[src/sv/ogp_pkg.sv]
package ogp_pkg;

    // Widths of the stream fields and the configuration port.
    localparam int OUT_ROW_W   = 10;
    localparam int OUT_COL_W   = 9;
    localparam int GRID_COLS_W = 10;
    localparam int GRID_ROWS_W = 11;
    localparam int CFG_INDEX_W = 2;
    localparam int CFG_DATA_W  = 11;
    localparam int WIN_W       = 9;

    // Grid size after reset.
    localparam logic [GRID_COLS_W-1:0] GRID_COLS_RESET = 10'd401;
    localparam logic [GRID_ROWS_W-1:0] GRID_ROWS_RESET = 11'd401;

    // Configuration register indexes.
    typedef enum logic [CFG_INDEX_W-1:0] {
        REG_GRID_COLS = 2'd0,
        REG_GRID_ROWS = 2'd1
    } ogp_cfg_reg_t;

    // One input beat.
    typedef struct packed {
        logic cell_req;
        logic flush;
    } ogp_in_t;

    // One result beat.
    typedef struct packed {
        logic                 padded;
        logic [OUT_ROW_W-1:0] out_row;
        logic [OUT_COL_W-1:0] out_col;
        logic                 last;
    } ogp_out_t;

    // Per-item control handed from the position tracker to the window stage.
    typedef struct packed {
        logic                 have;
        logic                 last;
        logic [WIN_W-1:0]     mask;
        logic                 top_row;
        logic                 second_row;
        logic                 v;
        logic [OUT_ROW_W-1:0] row;
        logic [OUT_COL_W-1:0] col;
    } ogp_ctrl_t;

endpackage

[src/sv/ogp_pos_ctrl.sv]
module ogp_pos_ctrl #(
    parameter int MAX_COLS = 512,
    parameter int MAX_ROWS = 1024
) (
    input  logic                                 aclk,
    input  logic                                 aresetn,
    input  logic                                 accept,
    input  logic                                 restart,
    input  ogp_pkg::ogp_in_t                     in_data,
    input  logic [$clog2(MAX_COLS):0]            cols_eff,
    input  logic [$clog2(MAX_ROWS):0]            rows_eff,
    output logic                                 enter,
    output logic [$clog2(MAX_COLS)-1:0]          addr,
    output ogp_pkg::ogp_ctrl_t                   ctrl
);

    localparam int COL_W  = $clog2(MAX_COLS);
    localparam int CE_W   = COL_W + 1;
    localparam int ROW_W  = $clog2(MAX_ROWS) + 1;
    localparam int OROW_W = ogp_pkg::OUT_ROW_W;
    localparam int OCOL_W = ogp_pkg::OUT_COL_W;

    logic [COL_W-1:0] in_col_reg, in_col_next;
    logic [ROW_W-1:0] in_row_reg, in_row_next;

    logic             col_zero;
    logic             have;
    logic             col_end;
    logic             row_end;
    logic             wrap;
    logic [ROW_W-1:0] cr;
    logic [COL_W-1:0] cc;
    logic [CE_W-1:0]  cols_m1;
    logic [ROW_W-1:0] rows_m1;
    logic [CE_W-1:0]  col_inc;
    logic [2:0]       col_ok;
    logic [2:0]       row_ok;

    // Locate the window center, one row plus one cell behind the raster position.
    always_comb begin
        col_zero = (in_col_reg == '0);
        cols_m1  = cols_eff - CE_W'(1);
        rows_m1  = rows_eff - ROW_W'(1);
        cr       = col_zero ? (in_row_reg - ROW_W'(2)) : (in_row_reg - ROW_W'(1));
        cc       = col_zero ? cols_m1[COL_W-1:0] : (in_col_reg - COL_W'(1));
        have     = (col_zero ? (in_row_reg >= ROW_W'(2)) : (in_row_reg != '0))
                   && (cr < rows_eff);
        col_end  = ({1'b0, cc} == cols_m1);
        row_end  = (cr == rows_m1);
        col_inc  = {1'b0, in_col_reg} + CE_W'(1);
        wrap     = (col_inc >= cols_eff);
        enter    = !(in_data.flush && (in_row_reg < rows_eff));
    end

    // Neighbors outside the grid are masked off.
    always_comb begin
        col_ok = {!col_end, 1'b1, (cc != '0)};
        row_ok = {!row_end, 1'b1, (cr != '0)};
        for (int k = 0; k < 3; k++) begin
            for (int r = 0; r < 3; r++) begin
                ctrl.mask[k*3 + r] = col_ok[k] & row_ok[r];
            end
        end
        ctrl.have       = have;
        ctrl.last       = row_end && col_end;
        ctrl.top_row    = (in_row_reg == '0);
        ctrl.second_row = (in_row_reg == ROW_W'(1));
        ctrl.v          = in_data.flush | in_data.cell_req;
        ctrl.row        = OROW_W'(cr);
        ctrl.col        = OCOL_W'(cc);
        addr            = in_col_reg;
    end

    // Advance the raster position; the final result restarts the grid.
    always_comb begin
        in_col_next = in_col_reg;
        in_row_next = in_row_reg;
        if (restart) begin
            in_col_next = '0;
            in_row_next = '0;
        end else if (accept && enter) begin
            if (have && ctrl.last) begin
                in_col_next = '0;
                in_row_next = '0;
            end else if (wrap) begin
                in_col_next = '0;
                in_row_next = in_row_reg + ROW_W'(1);
            end else begin
                in_col_next = col_inc[COL_W-1:0];
            end
        end
    end

    always_ff @(posedge aclk) begin
        if (!aresetn) begin
            in_col_reg <= '0;
            in_row_reg <= '0;
        end else begin
            in_col_reg <= in_col_next;
            in_row_reg <= in_row_next;
        end
    end

`ifndef NO_ASSERTIONS
    // The column position always stays inside the current row.
    a_col_in_row: assert property (@(posedge aclk) disable iff (!aresetn)
        {1'b0, in_col_reg} < cols_eff)
        else $error("column position beyond row length");

    // The row position never passes the end of the drain.
    a_row_in_drain: assert property (@(posedge aclk) disable iff (!aresetn)
        in_row_reg <= rows_eff + ROW_W'(1))
        else $error("row position beyond drain point");

    // The beat that yields the final result restarts the position.
    a_last_restart: assert property (@(posedge aclk) disable iff (!aresetn)
        accept && enter && have && ctrl.last |=> in_row_reg == '0 && in_col_reg == '0)
        else $error("position not restarted after final result");
`endif

endmodule

[src/sv/ogp_window.sv]
module ogp_window #(
    parameter int MAX_COLS = 512
) (
    input  logic                        aclk,
    input  logic                        aresetn,
    input  logic                        load,
    input  logic [$clog2(MAX_COLS)-1:0] addr_in,
    input  ogp_pkg::ogp_ctrl_t          ctrl_in,
    input  logic                        out_free,
    output logic                        s1_ready,
    output logic                        res_valid,
    output ogp_pkg::ogp_out_t           res
);

    localparam int COL_W = $clog2(MAX_COLS);
    localparam int WIN_W = ogp_pkg::WIN_W;

    // Line store: bit 0 holds the previous row, bit 1 the row before it.
    logic [1:0]         line_mem [MAX_COLS];

    logic               s1_valid_reg, s1_valid_next;
    logic               fwd_reg;
    logic [1:0]         fwd_data_reg;
    logic [1:0]         rdata_reg;
    logic [COL_W-1:0]   s1_addr_reg;
    ogp_pkg::ogp_ctrl_t s1_ctrl_reg;
    logic [WIN_W-1:0]   window_reg, window_next;

    logic               s1_adv;
    logic [1:0]         ls_raw;
    logic [1:0]         ls;
    logic [1:0]         wr_data;
    logic [2:0]         colvec;

    // Merge the line store read with a write-back to the same entry one beat ahead.
    always_comb begin
        s1_adv  = s1_valid_reg && (!s1_ctrl_reg.have || out_free);
        s1_ready = !s1_valid_reg || s1_adv;
        ls_raw  = fwd_reg ? fwd_data_reg : rdata_reg;
        // Rows above the grid read as free until they have been written.
        if (s1_ctrl_reg.top_row) begin
            ls = 2'b11;
        end else if (s1_ctrl_reg.second_row) begin
            ls = {1'b1, ls_raw[0]};
        end else begin
            ls = ls_raw;
        end
        wr_data     = {ls[0], s1_ctrl_reg.v};
        colvec      = {s1_ctrl_reg.v, ls[0], ls[1]};
        window_next = {colvec, window_reg[WIN_W-1:3]};
    end

    // Padded value and result fields.
    always_comb begin
        res_valid   = s1_adv && s1_ctrl_reg.have;
        res.padded  = &(window_next | ~s1_ctrl_reg.mask);
        res.out_row = s1_ctrl_reg.row;
        res.out_col = s1_ctrl_reg.col;
        res.last    = s1_ctrl_reg.last;
    end

    always_comb begin
        s1_valid_next = s1_valid_reg;
        if (load) begin
            s1_valid_next = 1'b1;
        end else if (s1_adv) begin
            s1_valid_next = 1'b0;
        end
    end

    // Memory read on load and write-back when the stage advances.
    always_ff @(posedge aclk) begin
        if (load) begin
            rdata_reg <= line_mem[addr_in];
        end
        if (s1_adv) begin
            line_mem[s1_addr_reg] <= wr_data;
        end
    end

    // Stage payload.
    always_ff @(posedge aclk) begin
        if (load) begin
            s1_addr_reg  <= addr_in;
            s1_ctrl_reg  <= ctrl_in;
            fwd_data_reg <= wr_data;
        end
    end

    // Stage control and the sliding window.
    always_ff @(posedge aclk) begin
        if (!aresetn) begin
            s1_valid_reg <= 1'b0;
            fwd_reg      <= 1'b0;
            window_reg   <= '1;
        end else begin
            s1_valid_reg <= s1_valid_next;
            if (load) begin
                fwd_reg <= s1_valid_reg && (addr_in == s1_addr_reg);
            end
            if (s1_adv) begin
                window_reg <= window_next;
            end
        end
    end

`ifndef NO_ASSERTIONS
    // A result is only produced when the output register can take it.
    a_res_room: assert property (@(posedge aclk) disable iff (!aresetn)
        res_valid |-> out_free)
        else $error("result produced into a full output register");

    // A new item only enters when the stage is free or moving on.
    a_load_ready: assert property (@(posedge aclk) disable iff (!aresetn)
        load |-> s1_ready)
        else $error("item loaded into a blocked stage");

    // A stalled stage keeps its entry and its window.
    a_stall_hold: assert property (@(posedge aclk) disable iff (!aresetn)
        s1_valid_reg && !s1_adv |=> s1_valid_reg && $stable(s1_addr_reg)
            && $stable(window_reg))
        else $error("stalled stage lost its contents");
`endif

endmodule

[src/sv/occupancy_grid_obstacle_padding_top.sv]
// Result order: the result for a cell is formed from the beat grid_cols + 1 after it, which
// passes the window stage and then the output register.
// Throughput: one beat per cycle while the output register can take results, set by the
// line store reading one entry and writing back another in the same cycle.
// Reset: position restarts at zero and the grid size returns to 401 x 401; the line store
// needs no clearing pass because the first two rows mask what it holds.
module occupancy_grid_obstacle_padding_top #(
    parameter int MAX_COLS = 512,
    parameter int MAX_ROWS = 1024
) (
    input  logic                                 aclk,
    input  logic                                 aresetn,
    input  logic                                 s_valid,
    output logic                                 s_ready,
    input  ogp_pkg::ogp_in_t                     s_data,
    output logic                                 m_valid,
    input  logic                                 m_ready,
    output ogp_pkg::ogp_out_t                    m_data,
    input  logic                                 cfg_valid,
    output logic                                 cfg_ready,
    input  logic [ogp_pkg::CFG_INDEX_W-1:0]      cfg_index,
    input  logic [ogp_pkg::CFG_DATA_W-1:0]       cfg_data
);

    localparam int COL_W = $clog2(MAX_COLS);
    localparam int CE_W  = COL_W + 1;
    localparam int ROW_W = $clog2(MAX_ROWS) + 1;
    localparam int GC_W  = ogp_pkg::GRID_COLS_W;
    localparam int GR_W  = ogp_pkg::GRID_ROWS_W;
    localparam int CX_W  = (CE_W > GC_W) ? CE_W : GC_W;
    localparam int RX_W  = (ROW_W > GR_W) ? ROW_W : GR_W;

    logic [GC_W-1:0]    grid_cols_reg, grid_cols_next;
    logic [GR_W-1:0]    grid_rows_reg, grid_rows_next;
    logic               m_valid_reg, m_valid_next;
    ogp_pkg::ogp_out_t  m_data_reg;

    logic               cfg_fire;
    logic               restart;
    logic               s_fire;
    logic               enter;
    logic               out_free;
    logic               s1_ready;
    logic               res_valid;
    ogp_pkg::ogp_out_t  res;
    ogp_pkg::ogp_ctrl_t ctrl;
    logic [COL_W-1:0]   addr;
    logic [CX_W-1:0]    gc_x;
    logic [RX_W-1:0]    gr_x;
    logic [CE_W-1:0]    cols_eff;
    logic [ROW_W-1:0]   rows_eff;

    assign cfg_ready = 1'b1;
    assign cfg_fire  = cfg_valid && cfg_ready;
    assign s_ready   = s1_ready;
    assign s_fire    = s_valid && s_ready;
    assign out_free  = !m_valid_reg || m_ready;
    assign m_valid   = m_valid_reg;
    assign m_data    = m_data_reg;

    // Register writes; a size write restarts the grid. Other indexes are ignored.
    always_comb begin
        grid_cols_next = grid_cols_reg;
        grid_rows_next = grid_rows_reg;
        restart        = 1'b0;
        if (cfg_fire) begin
            unique case (cfg_index)
                ogp_pkg::REG_GRID_COLS: begin
                    grid_cols_next = cfg_data[GC_W-1:0];
                    restart        = 1'b1;
                end
                ogp_pkg::REG_GRID_ROWS: begin
                    grid_rows_next = cfg_data[GR_W-1:0];
                    restart        = 1'b1;
                end
                default: begin
                    restart = 1'b0;
                end
            endcase
        end
    end

    // Grid size saturated to the supported range.
    always_comb begin
        gc_x = CX_W'(grid_cols_reg);
        gr_x = RX_W'(grid_rows_reg);
        if (gc_x == '0) begin
            cols_eff = CE_W'(1);
        end else if (gc_x > CX_W'(MAX_COLS)) begin
            cols_eff = CE_W'(MAX_COLS);
        end else begin
            cols_eff = CE_W'(gc_x);
        end
        if (gr_x == '0) begin
            rows_eff = ROW_W'(1);
        end else if (gr_x > RX_W'(MAX_ROWS)) begin
            rows_eff = ROW_W'(MAX_ROWS);
        end else begin
            rows_eff = ROW_W'(gr_x);
        end
    end

    // Output register.
    always_comb begin
        m_valid_next = m_valid_reg;
        if (res_valid) begin
            m_valid_next = 1'b1;
        end else if (m_ready) begin
            m_valid_next = 1'b0;
        end
    end

    always_ff @(posedge aclk) begin
        if (!aresetn) begin
            grid_cols_reg <= ogp_pkg::GRID_COLS_RESET;
            grid_rows_reg <= ogp_pkg::GRID_ROWS_RESET;
            m_valid_reg   <= 1'b0;
        end else begin
            grid_cols_reg <= grid_cols_next;
            grid_rows_reg <= grid_rows_next;
            m_valid_reg   <= m_valid_next;
        end
    end

    always_ff @(posedge aclk) begin
        if (res_valid) begin
            m_data_reg <= res;
        end
    end

    ogp_pos_ctrl #(
        .MAX_COLS (MAX_COLS),
        .MAX_ROWS (MAX_ROWS)
    ) u_pos_ctrl (
        .aclk     (aclk),
        .aresetn  (aresetn),
        .accept   (s_fire),
        .restart  (restart),
        .in_data  (s_data),
        .cols_eff (cols_eff),
        .rows_eff (rows_eff),
        .enter    (enter),
        .addr     (addr),
        .ctrl     (ctrl)
    );

    ogp_window #(
        .MAX_COLS (MAX_COLS)
    ) u_window (
        .aclk      (aclk),
        .aresetn   (aresetn),
        .load      (s_fire && enter),
        .addr_in   (addr),
        .ctrl_in   (ctrl),
        .out_free  (out_free),
        .s1_ready  (s1_ready),
        .res_valid (res_valid),
        .res       (res)
    );

endmodule

[config.mk]
export PLATFORM = sky130hd
export DESIGN_NAME = occupancy_grid_obstacle_padding_top
export DESIGN_NICKNAME = d
export VERILOG_FILES = /design/src/sv/ogp_pkg.sv /design/src/sv/ogp_pos_ctrl.sv /design/src/sv/ogp_window.sv /design/src/sv/occupancy_grid_obstacle_padding_top.sv
export SDC_FILE = /design/constraint.sdc
export NUM_CORES = 1
export LEC_CHECK = 0
export ABC_AREA = 1
export BUFFER_PORTS_ARGS = -buffer_cell sky130_fd_sc_hd__buf_2
export CORE_MARGIN = 3
export CORE_UTILIZATION = 49
export DETAILED_ROUTE_END_ITERATION = 12
export PLACE_DENSITY_LB_ADDON = 0.12
export REMOVE_ABC_BUFFERS = 1
export SETUP_SLACK_MARGIN = 0.4
export SLEW_MARGIN = 0
export SYNTH_ARGS = -nofsm -noshare
export SYNTH_HDL_FRONTEND = slang
export SYNTH_SLANG_ARGS = --single-unit
[constraint.sdc]
create_clock -name aclk -period 9 [get_ports aclk]
set_clock_uncertainty 0.2 [all_clocks]
set_input_delay 0.45 -clock aclk [delete_from_list [all_inputs] [get_ports aclk]]
set_output_delay 0.45 -clock aclk [all_outputs]
set_load 0.05 [all_outputs]
==> results.sh, run 1 <==
export IMPL_critPathLaunchType="flop"
export IMPL_startpoint="u_pos_ctrl.addr[0]$_SDFFE_PP0P_"
export IMPL_place_congestion=0.864
export IMPL_r2r_setup_slack_ns=3.73
export IMPL_cts_sinks=1140
export IMPL_setup_tns_ns=0
export IMPL_r2r_cells=20
export IMPL_regArea_sq_um=33700
export IMPL_holdPathEnd="gc_x[7]$_SDFFE_PN1P_"
export IMPL_netlist_instances=4269
export IMPL_synth_top_area_frac=0.673
export IMPL_cts_htree_levels=3
export IMPL_finalHoldViolCount=0
export IMPL_hpwl_um=75300
export IMPL_grt_pass1_wl_um=213000
export IMPL_synth_area_per_cell_sq_um=11.4
export IMPL_cts_buffer_depth=3
export IMPL_cp_end_kind="flop"
export IMPL_diodes=0
export IMPL_yosysWarnings=0
export IMPL_max_slew_margin=0.119
export IMPL_drt_iter0_markers=3666
export IMPL_antenna_found_initial=1
export IMPL_period_share=0.586
export IMPL_critical_path_class="flop to flop"
export IMPL_cts_tree="yes"
export IMPL_drtPass1Iterations=5
export IMPL_layout_drive_gt1_share=0.0779
export IMPL_ios=44
export IMPL_post_cts_buffers=0
export IMPL_synth_area_leaders="edfxtp_1 67%, nor2_1 8.3%, o21ai_0 5.0%"
export IMPL_syn_area_sq_um=48700
export IMPL_cts_root_buf="clkbuf_16"
export IMPL_initial_utilization=0.499
export IMPL_synth_edff_count=1090
export IMPL_maxCapViolCount=0
export IMPL_worst_slew_pin_slew_ns=1.32
export IMPL_grt_overflow=0
export IMPL_cts_buffers=116
export IMPL_min_from="cfg_index[0]"
export IMPL_area_growth_syn_to_layout_pct=10.2
export IMPL_wirelength_um=143000
export IMPL_clk_pin_slew_ns=0.06
export IMPL_insertion_delay_ns=0.71
export IMPL_die_h_um=321
export IMPL_fillers=8543
export IMPL_route_detailed_drc=0
export IMPL_hold_ws_ns=0.0837
export IMPL_nets=4263
export IMPL_holdPathStages=4
export IMPL_period_needed_ns=5.27
export IMPL_wl_per_cell_um=25.7
export IMPL_post_place_ws_ns=3.76
export IMPL_vias=34200
export IMPL_grt_max_degree=226
export IMPL_multi_input_area_sq_um=13300
export IMPL_die_width_um=321
export IMPL_cp_max_fo=88
export IMPL_ir_drop_uv=155
export IMPL_largest_register_ffs=1024
export IMPL_timing_final_ws_setup_ns=3.73
export IMPL_dieArea_sq_um=103000
export IMPL_r2r_end="u_pos_ctrl.addr[8]$_SDFFE_PP0P_"
export IMPL_viasPerCell=6.14
export IMPL_antenna_left=0
export IMPL_yosysTopAreaCell="edfxtp_1"
export IMPL_p_leak_uw=0.0172
export IMPL_synthFlopType="edfxtp_1"
export IMPL_power_density_nw_per_um2=207
export IMPL_num_rows=114
export IMPL_fmax_mhz=190
export IMPL_hold_path_class="input port to flop"
export IMPL_status="complete, no violations"
export IMPL_numPortBuffers=42
export IMPL_synth_seq_cells=1140
export IMPL_rsz0062_at_grt="false"
export IMPL_setup_violations=0
export IMPL_core_area_sq_um=97600
export IMPL_critPathRequiredTime_ns=9.38
export IMPL_drv_slew=0
export IMPL_async_flop_share=0
export IMPL_grt_pass1_vias=33300
export IMPL_synth_cell_types=48
export IMPL_ys_seq_area_frac=0.693
export IMPL_gr_usage_all_layers=0.274
export IMPL_timing_rr_start="u_pos_ctrl.addr[0]$_SDFFE_PP0P_"
export IMPL_arrival_ns=5.65
## area by class of cell
cell class,instances,area share
Inverter,139,0.0100
Tap cell,1276,0.0298
Clock buffer,146,0.0576
Timing Repair Buffer,122,0.0171
Multi-Input combinational cell,2681,0.247
Sequential cell,1140,0.629
Clock inverter,62,0.00880
## critical path, cell delays in order, from the launching register on
cell and delay, ns:
dfxtp_4 0.52, inv_8 0.48, ha_1 0.30, nand3_2 0.13, nor2_4 0.18, nand2_2 0.38, inv_1 0.58, nand2_1 0.10
nand2_1 0.12, inv_1 0.08, ha_1 0.29, a21oi_1 0.16, o21ai_0 0.09, nand2_1 0.06, o2111ai_1 0.13, nor3_1 0.33
nand3_2 0.29, nand2_1 0.15, nand2_2 0.17, nand2_2 0.25, nor2_1 0.07
## power breakdown
part           leakage [uW]  total, uW  internal, uW  switching (uW)
combinational       0.00556        682           178             503
clock               0.00173       4600          2580            2020
sequential          0.00989       5820          5790            30.2
## per-stage QoR
step                power, uW  cells   util  cell area (sq um)
finish                  11100   5566  0.550              53600
global route            11400   5566  0.550              53600
CTS                     11200   5566  0.550              53600
detailed placement       6600   5341  0.511              49900
global placement         6590   5341  0.511              49900
floorplan                6350   3960      -              47400
## how the worst max path moves through the flow
stage	cells after the start	endpoint	slack, ns
2_1_floorplan	16	u_pos_ctrl.addr[0]$_SDFFE_PP0P_	-7.05
3_3_place_gp	20	u_pos_ctrl.addr[0]$_SDFFE_PP0P_	3.87
3_5_place_dp	20	u_pos_ctrl.addr[8]$_SDFFE_PP0P_	3.76
4_1_cts	20	u_pos_ctrl.addr[8]$_SDFFE_PP0P_	3.74
5_1_grt	20	u_pos_ctrl.addr[8]$_SDFFE_PP0P_	3.18
6_report	20	u_pos_ctrl.addr[8]$_SDFFE_PP0P_	3.73
## cell usage in the layout, fill, tap and decap left out, drive strengths merged, types with 2 or more instances in the layout
| cell | netlist | layout |
|---|---|---|
| nand4 | 31 | 31 |
| o311ai | 4 | 4 |
| a2111oi | 2 | 2 |
| a21oi | 58 | 58 |
| o21ai | 494 | 494 |
| nor4 | 23 | 23 |
| nand3b | 2 | 2 |
| o31ai | 6 | 6 |
| a41oi | 3 | 3 |
| dfxtp | 50 | 50 |
| o211ai | 41 | 41 |
| xor2 | 34 | 34 |
| buf | 37 | 105 |
| nor2 | 1087 | 1087 |
| edfxtp | 1090 | 1090 |
| o221ai | 131 | 131 |
| dlygate4sd3 | 0 | 17 |
| nand3 | 168 | 168 |
| clkinvlp | 0 | 4 |
| or2 | 22 | 22 |
| xnor2 | 3 | 3 |
| o32ai | 15 | 15 |
| inv | 135 | 142 |
| o41ai | 3 | 3 |
| a211oi | 2 | 2 |
| bufinv | 0 | 6 |
| o22ai | 132 | 132 |
| nor3 | 38 | 38 |
| ha | 43 | 43 |
| nand2 | 327 | 327 |
| a32oi | 2 | 2 |
| clkbuf | 272 | 146 |
| clkinv | 4 | 49 |
| a31oi | 4 | 4 |
## routing by layer
layer | share of wire | track usage | wire (um) | vias to the layer above
met2 | 0.46 | 0.438 | 66300 | 1523
li1 | - | - | - | 15300
met5 | 0.000084 | 0 | 12 | -
met3 | 0.080 | 0.0388 | 11400 | 282
met1 | 0.42 | 0.391 | 60500 | 17100
met4 | 0.032 | 0.0881 | 4610 | 2
## kinds of logic (layout without fill, tap and decap cells)
logic type      after synthesis  after routing  synth area share
fa+ha+maj                    43             43            0.0111
other cells                   1              1         0.0000771
buf+inv                     448            469            0.0357
flops                      1140           1140             0.693
compound gates              900            900             0.111
mux                           1              1          0.000231
simple gates               1699           1699             0.142
xor+xnor                     37             37           0.00666
## synthesized netlist by cell type (3+ instances only)
cell type / n
a21oi_1: 58
a31oi_1: 4
a41oi_1: 3
buf_1: 16
buf_2: 14
buf_4: 4
buf_6: 3
clkbuf_1: 271
clkinv_1: 4
dfxtp_1: 50
edfxtp_1: 1090
ha_1: 43
inv_1: 130
inv_2: 5
nand2_1: 321
nand2_2: 6
nand3_1: 166
nand4_1: 31
nor2_1: 1082
nor2_4: 3
nor3_1: 38
nor4_1: 23
o211ai_1: 41
o21ai_0: 488
o21ai_1: 3
o21ai_2: 3
o221ai_1: 131
o22ai_1: 132
o311ai_0: 4
o31ai_1: 6
o32ai_1: 15
o41ai_1: 3
or2_2: 22
xnor2_1: 3
xor2_1: 34
## timing repair
| item | in CTS | in global routing |
|---|---|---|
| setup endpoints to repair | 0 | 0 |
| gates resized for setup | 0 | 0 |
| hold endpoints to repair | 27 | 0 |
| hold buffers | 17 | 0 |
Note: power is estimated with default switching activity, not from simulation.
==> run 2: changes to the inputs <==
- ABC_AREA: 1 -> 0
- clock period: 9 -> 4.7 ns (I/O delays scaled with it)
==> run 2 against run 1 <==
  * Design area up 1.2%
  * Worst setup slack worse by 3.3 ns
  * Die area down 1.2%
  * Routed wire length down 18%
  * Combinational power up 10%
  * Register-to-register slack worse by 3.3 ns
  * Utilization up 0.99 points
  * Count of clock-buffer cells in the layout up 2
==> results.sh, run 2 <==
export IMPL_hold_path_class="input port to flop"
export IMPL_grt_max_degree=194
export IMPL_synth_edff_count=1090
export IMPL_drtPass1Iterations=5
export IMPL_synth_cell_types=80
export IMPL_yosysTopAreaCell="edfxtp_1"
export IMPL_grt_pass1_wl_um=175000
export IMPL_worst_slew_pin_slew_ns=1.16
export IMPL_ir_drop_uv=277
export IMPL_gr_usage_all_layers=0.231
export IMPL_area_growth_syn_to_layout_pct=12.9
export IMPL_r2r_setup_slack_ns=0.46
export IMPL_synthFlopType="edfxtp_1"
export IMPL_grt_pass1_vias=27200
export IMPL_setup_violations=0
export IMPL_viasPerCell=6.06
export IMPL_setup_tns_ns=0
export IMPL_syn_area_sq_um=48100
export IMPL_initial_utilization=0.496
export IMPL_period_share=0.901
export IMPL_ios=44
export IMPL_die_h_um=319
export IMPL_synth_top_area_frac=0.681
export IMPL_ys_seq_area_frac=0.702
export IMPL_status="complete, no violations"
export IMPL_holdPathStages=5
export IMPL_power_total_uw=21200
export IMPL_synth_common_cells="1090 x edfxtp_1, 571 x nor2_1, 333 x mux4_2"
export IMPL_die_width_um=319
export IMPL_fillers=7492
export IMPL_maxCapViolCount=0
export IMPL_antenna_found_initial=1
export IMPL_drt_iter0_markers=2728
export IMPL_cts_buffers=119
export IMPL_drv_slew=0
export IMPL_cts_buffer_depth=3
export IMPL_place_congestion=0.855
export IMPL_vias=25900
export IMPL_num_rows=114
export IMPL_finalHoldViolCount=0
export IMPL_multi_input_area_sq_um=13700
export IMPL_netlist_instances=2830
export IMPL_critPathLaunchType="flop"
export IMPL_hpwl_um=65400
export IMPL_timing_final_ws_setup_ns=0.465
export IMPL_antenna_left=0
export IMPL_max_slew_margin=0.230
export IMPL_grt_overflow=0
export IMPL_route_detailed_drc=0
export IMPL_holdPathEnd="u_pos_ctrl.in_row_reg[0]$_SDFFE_PP0P_"
export IMPL_cp_end_kind="flop"
export IMPL_cp_max_fo=6
export IMPL_layout_drive_gt1_share=0.235
export IMPL_synth_most_common_cell="edfxtp_1"
export IMPL_timing_rr_start="u_pos_ctrl.addr[1]$_SDFFE_PP0P_"
export IMPL_critical_path_class="flop to flop"
export IMPL_synth_seq_cells=1140
export IMPL_async_flop_share=0
export IMPL_numPortBuffers=42
export IMPL_clk_pin_slew_ns=0.06
export IMPL_rsz0062_at_grt="true"
export IMPL_arrival_ns=4.66
export IMPL_p_leak_uw=0.0162
export IMPL_final_cell_mix="1090 x edfxtp_1, 568 x nor2_1, 333 x mux4_2"
export IMPL_r2r_end="u_pos_ctrl.in_row_reg[8]$_SDFFE_PP0P_"
export IMPL_cts_sinks=1140
export IMPL_wl_per_cell_um=27.3
export IMPL_diodes=0
export IMPL_placed_area_sq_um=49800
export IMPL_regArea_sq_um=33800
export IMPL_cts_root_buf="clkbuf_16"
export IMPL_core_area_sq_um=97000
export IMPL_r2r_cells=17
export IMPL_nets=2958
export IMPL_cts_tree="yes"
export IMPL_power_density_nw_per_um2=391
export IMPL_dieArea_sq_um=102000
export IMPL_min_from="cfg_valid"
export IMPL_post_place_ws_ns=0.109
export IMPL_cts_htree_levels=3
export IMPL_fmax_mhz=236
export IMPL_period_needed_ns=4.24
export IMPL_synth_area_leaders="edfxtp_1 68%, mux4_2 16%, nor2_1 4.5%"
export IMPL_wirelength_um=117000
export IMPL_post_route_cell_area_sq_um=54300
export IMPL_insertion_delay_ns=0.70
export IMPL_synth_area_per_cell_sq_um=17.0
export IMPL_critPathRequiredTime_ns=5.13
export IMPL_yosysWarnings=0
export IMPL_final_common_cell="edfxtp_1"
export IMPL_largest_register_ffs=1024
run 2: changes by cell type after synthesis, sizes merged, moves of 105 or more:
cell	before	now
nor2	1087	571
o221ai	131	3
mux4	0	333
inv	135	30
nand3	168	34
nand2	327	144
clkbuf	272	138
o21ai	494	27
o22ai	132	1
run 2: power by group:
part	total, uW	internal [uW]	switching, uW
sequential	11100	11000	28.6
combinational	750	337	413
clock	9410	5560	3850
run 2: logic make-up (layout without fill, tap and decap cells):
kind of cell	after synthesis	count (layout)	share of synthesized area
simple gates	874	874	0.0781
mux	352	352	0.161
buf+inv	230	392	0.0188
other cells	1	1	0.0000780
xor+xnor	47	47	0.00885
fa+ha+maj	43	43	0.0112
compound gates	143	144	0.0207
flops	1140	1140	0.702
run 2: layout make-up:
type	count	area share
sequential	1140	0.622
multi-input combinational	1461	0.253
clock buffer	148	0.0580
tap	1276	0.0294
timing repair buffer	142	0.0216
clock inverter	71	0.0140
inverter	31	0.00240
run 2: routing by layer:
layer	part of all wire	GRT usage	up-vias
met3	0.056	0.0317	147
met1	0.42	0.324	13800
met4	0.019	0.0554	0
met2	0.50	0.387	811
li1	-	-	11200
met5	0	0	-
run 2: how the worst max path moves through the flow:
stage	from	to	slack, ns
floorplan	u_pos_ctrl.addr[0]$_SDFFE_PP0P_	u_pos_ctrl.in_row_reg[10]$_SDFFE_PP0P_	-10.11
global placement	u_pos_ctrl.addr[0]$_SDFFE_PP0P_	u_pos_ctrl.in_row_reg[10]$_SDFFE_PP0P_	0.05
detailed placement	u_pos_ctrl.addr[0]$_SDFFE_PP0P_	u_pos_ctrl.in_row_reg[10]$_SDFFE_PP0P_	0.11
CTS	u_pos_ctrl.addr[0]$_SDFFE_PP0P_	u_pos_ctrl.in_row_reg[10]$_SDFFE_PP0P_	0.41
global route	u_pos_ctrl.addr[1]$_SDFFE_PP0P_	u_pos_ctrl.in_row_reg[8]$_SDFFE_PP0P_	0.29
finish	u_pos_ctrl.addr[1]$_SDFFE_PP0P_	u_pos_ctrl.in_row_reg[8]$_SDFFE_PP0P_	0.46
run 2: what timing repair did:
item,in CTS,in global routing
buffers inserted,7,9
gates cloned,1,0
resized for setup,8,37
pin swaps,4,15
endpoints found under the hold margin,33,0
hold buffers,23,0
endpoints found under the setup margin,20,23
run 2: critical path, cell delays in order, from the launching register on:
cell and delay [ns]:
dfxtp_4 0.35, inv_2 0.06, ha_4 0.12, or4b_4 0.48, nor3_4 0.29, mux2i_2 0.31
nand2_1 0.11, xor2_1 0.18, inv_1 0.11, ha_4 0.27, nand3_4 0.08, nor2_4 0.05
a2111oi_4 0.32, buf_4 0.16, and4bb_4 0.29, o21bai_4 0.12, or4_4 0.53, a21oi_2 0.13
run 2: per-stage QoR:
stage	hold slack, ns	std cells	util
global placement	0.203	4010	0.514
detailed placement	0.205	4010	0.514
CTS	0.0486	4260	0.557
global route	0.120	4269	0.560
floorplan	0.107	2631	-
finish	0.0972	4269	0.560
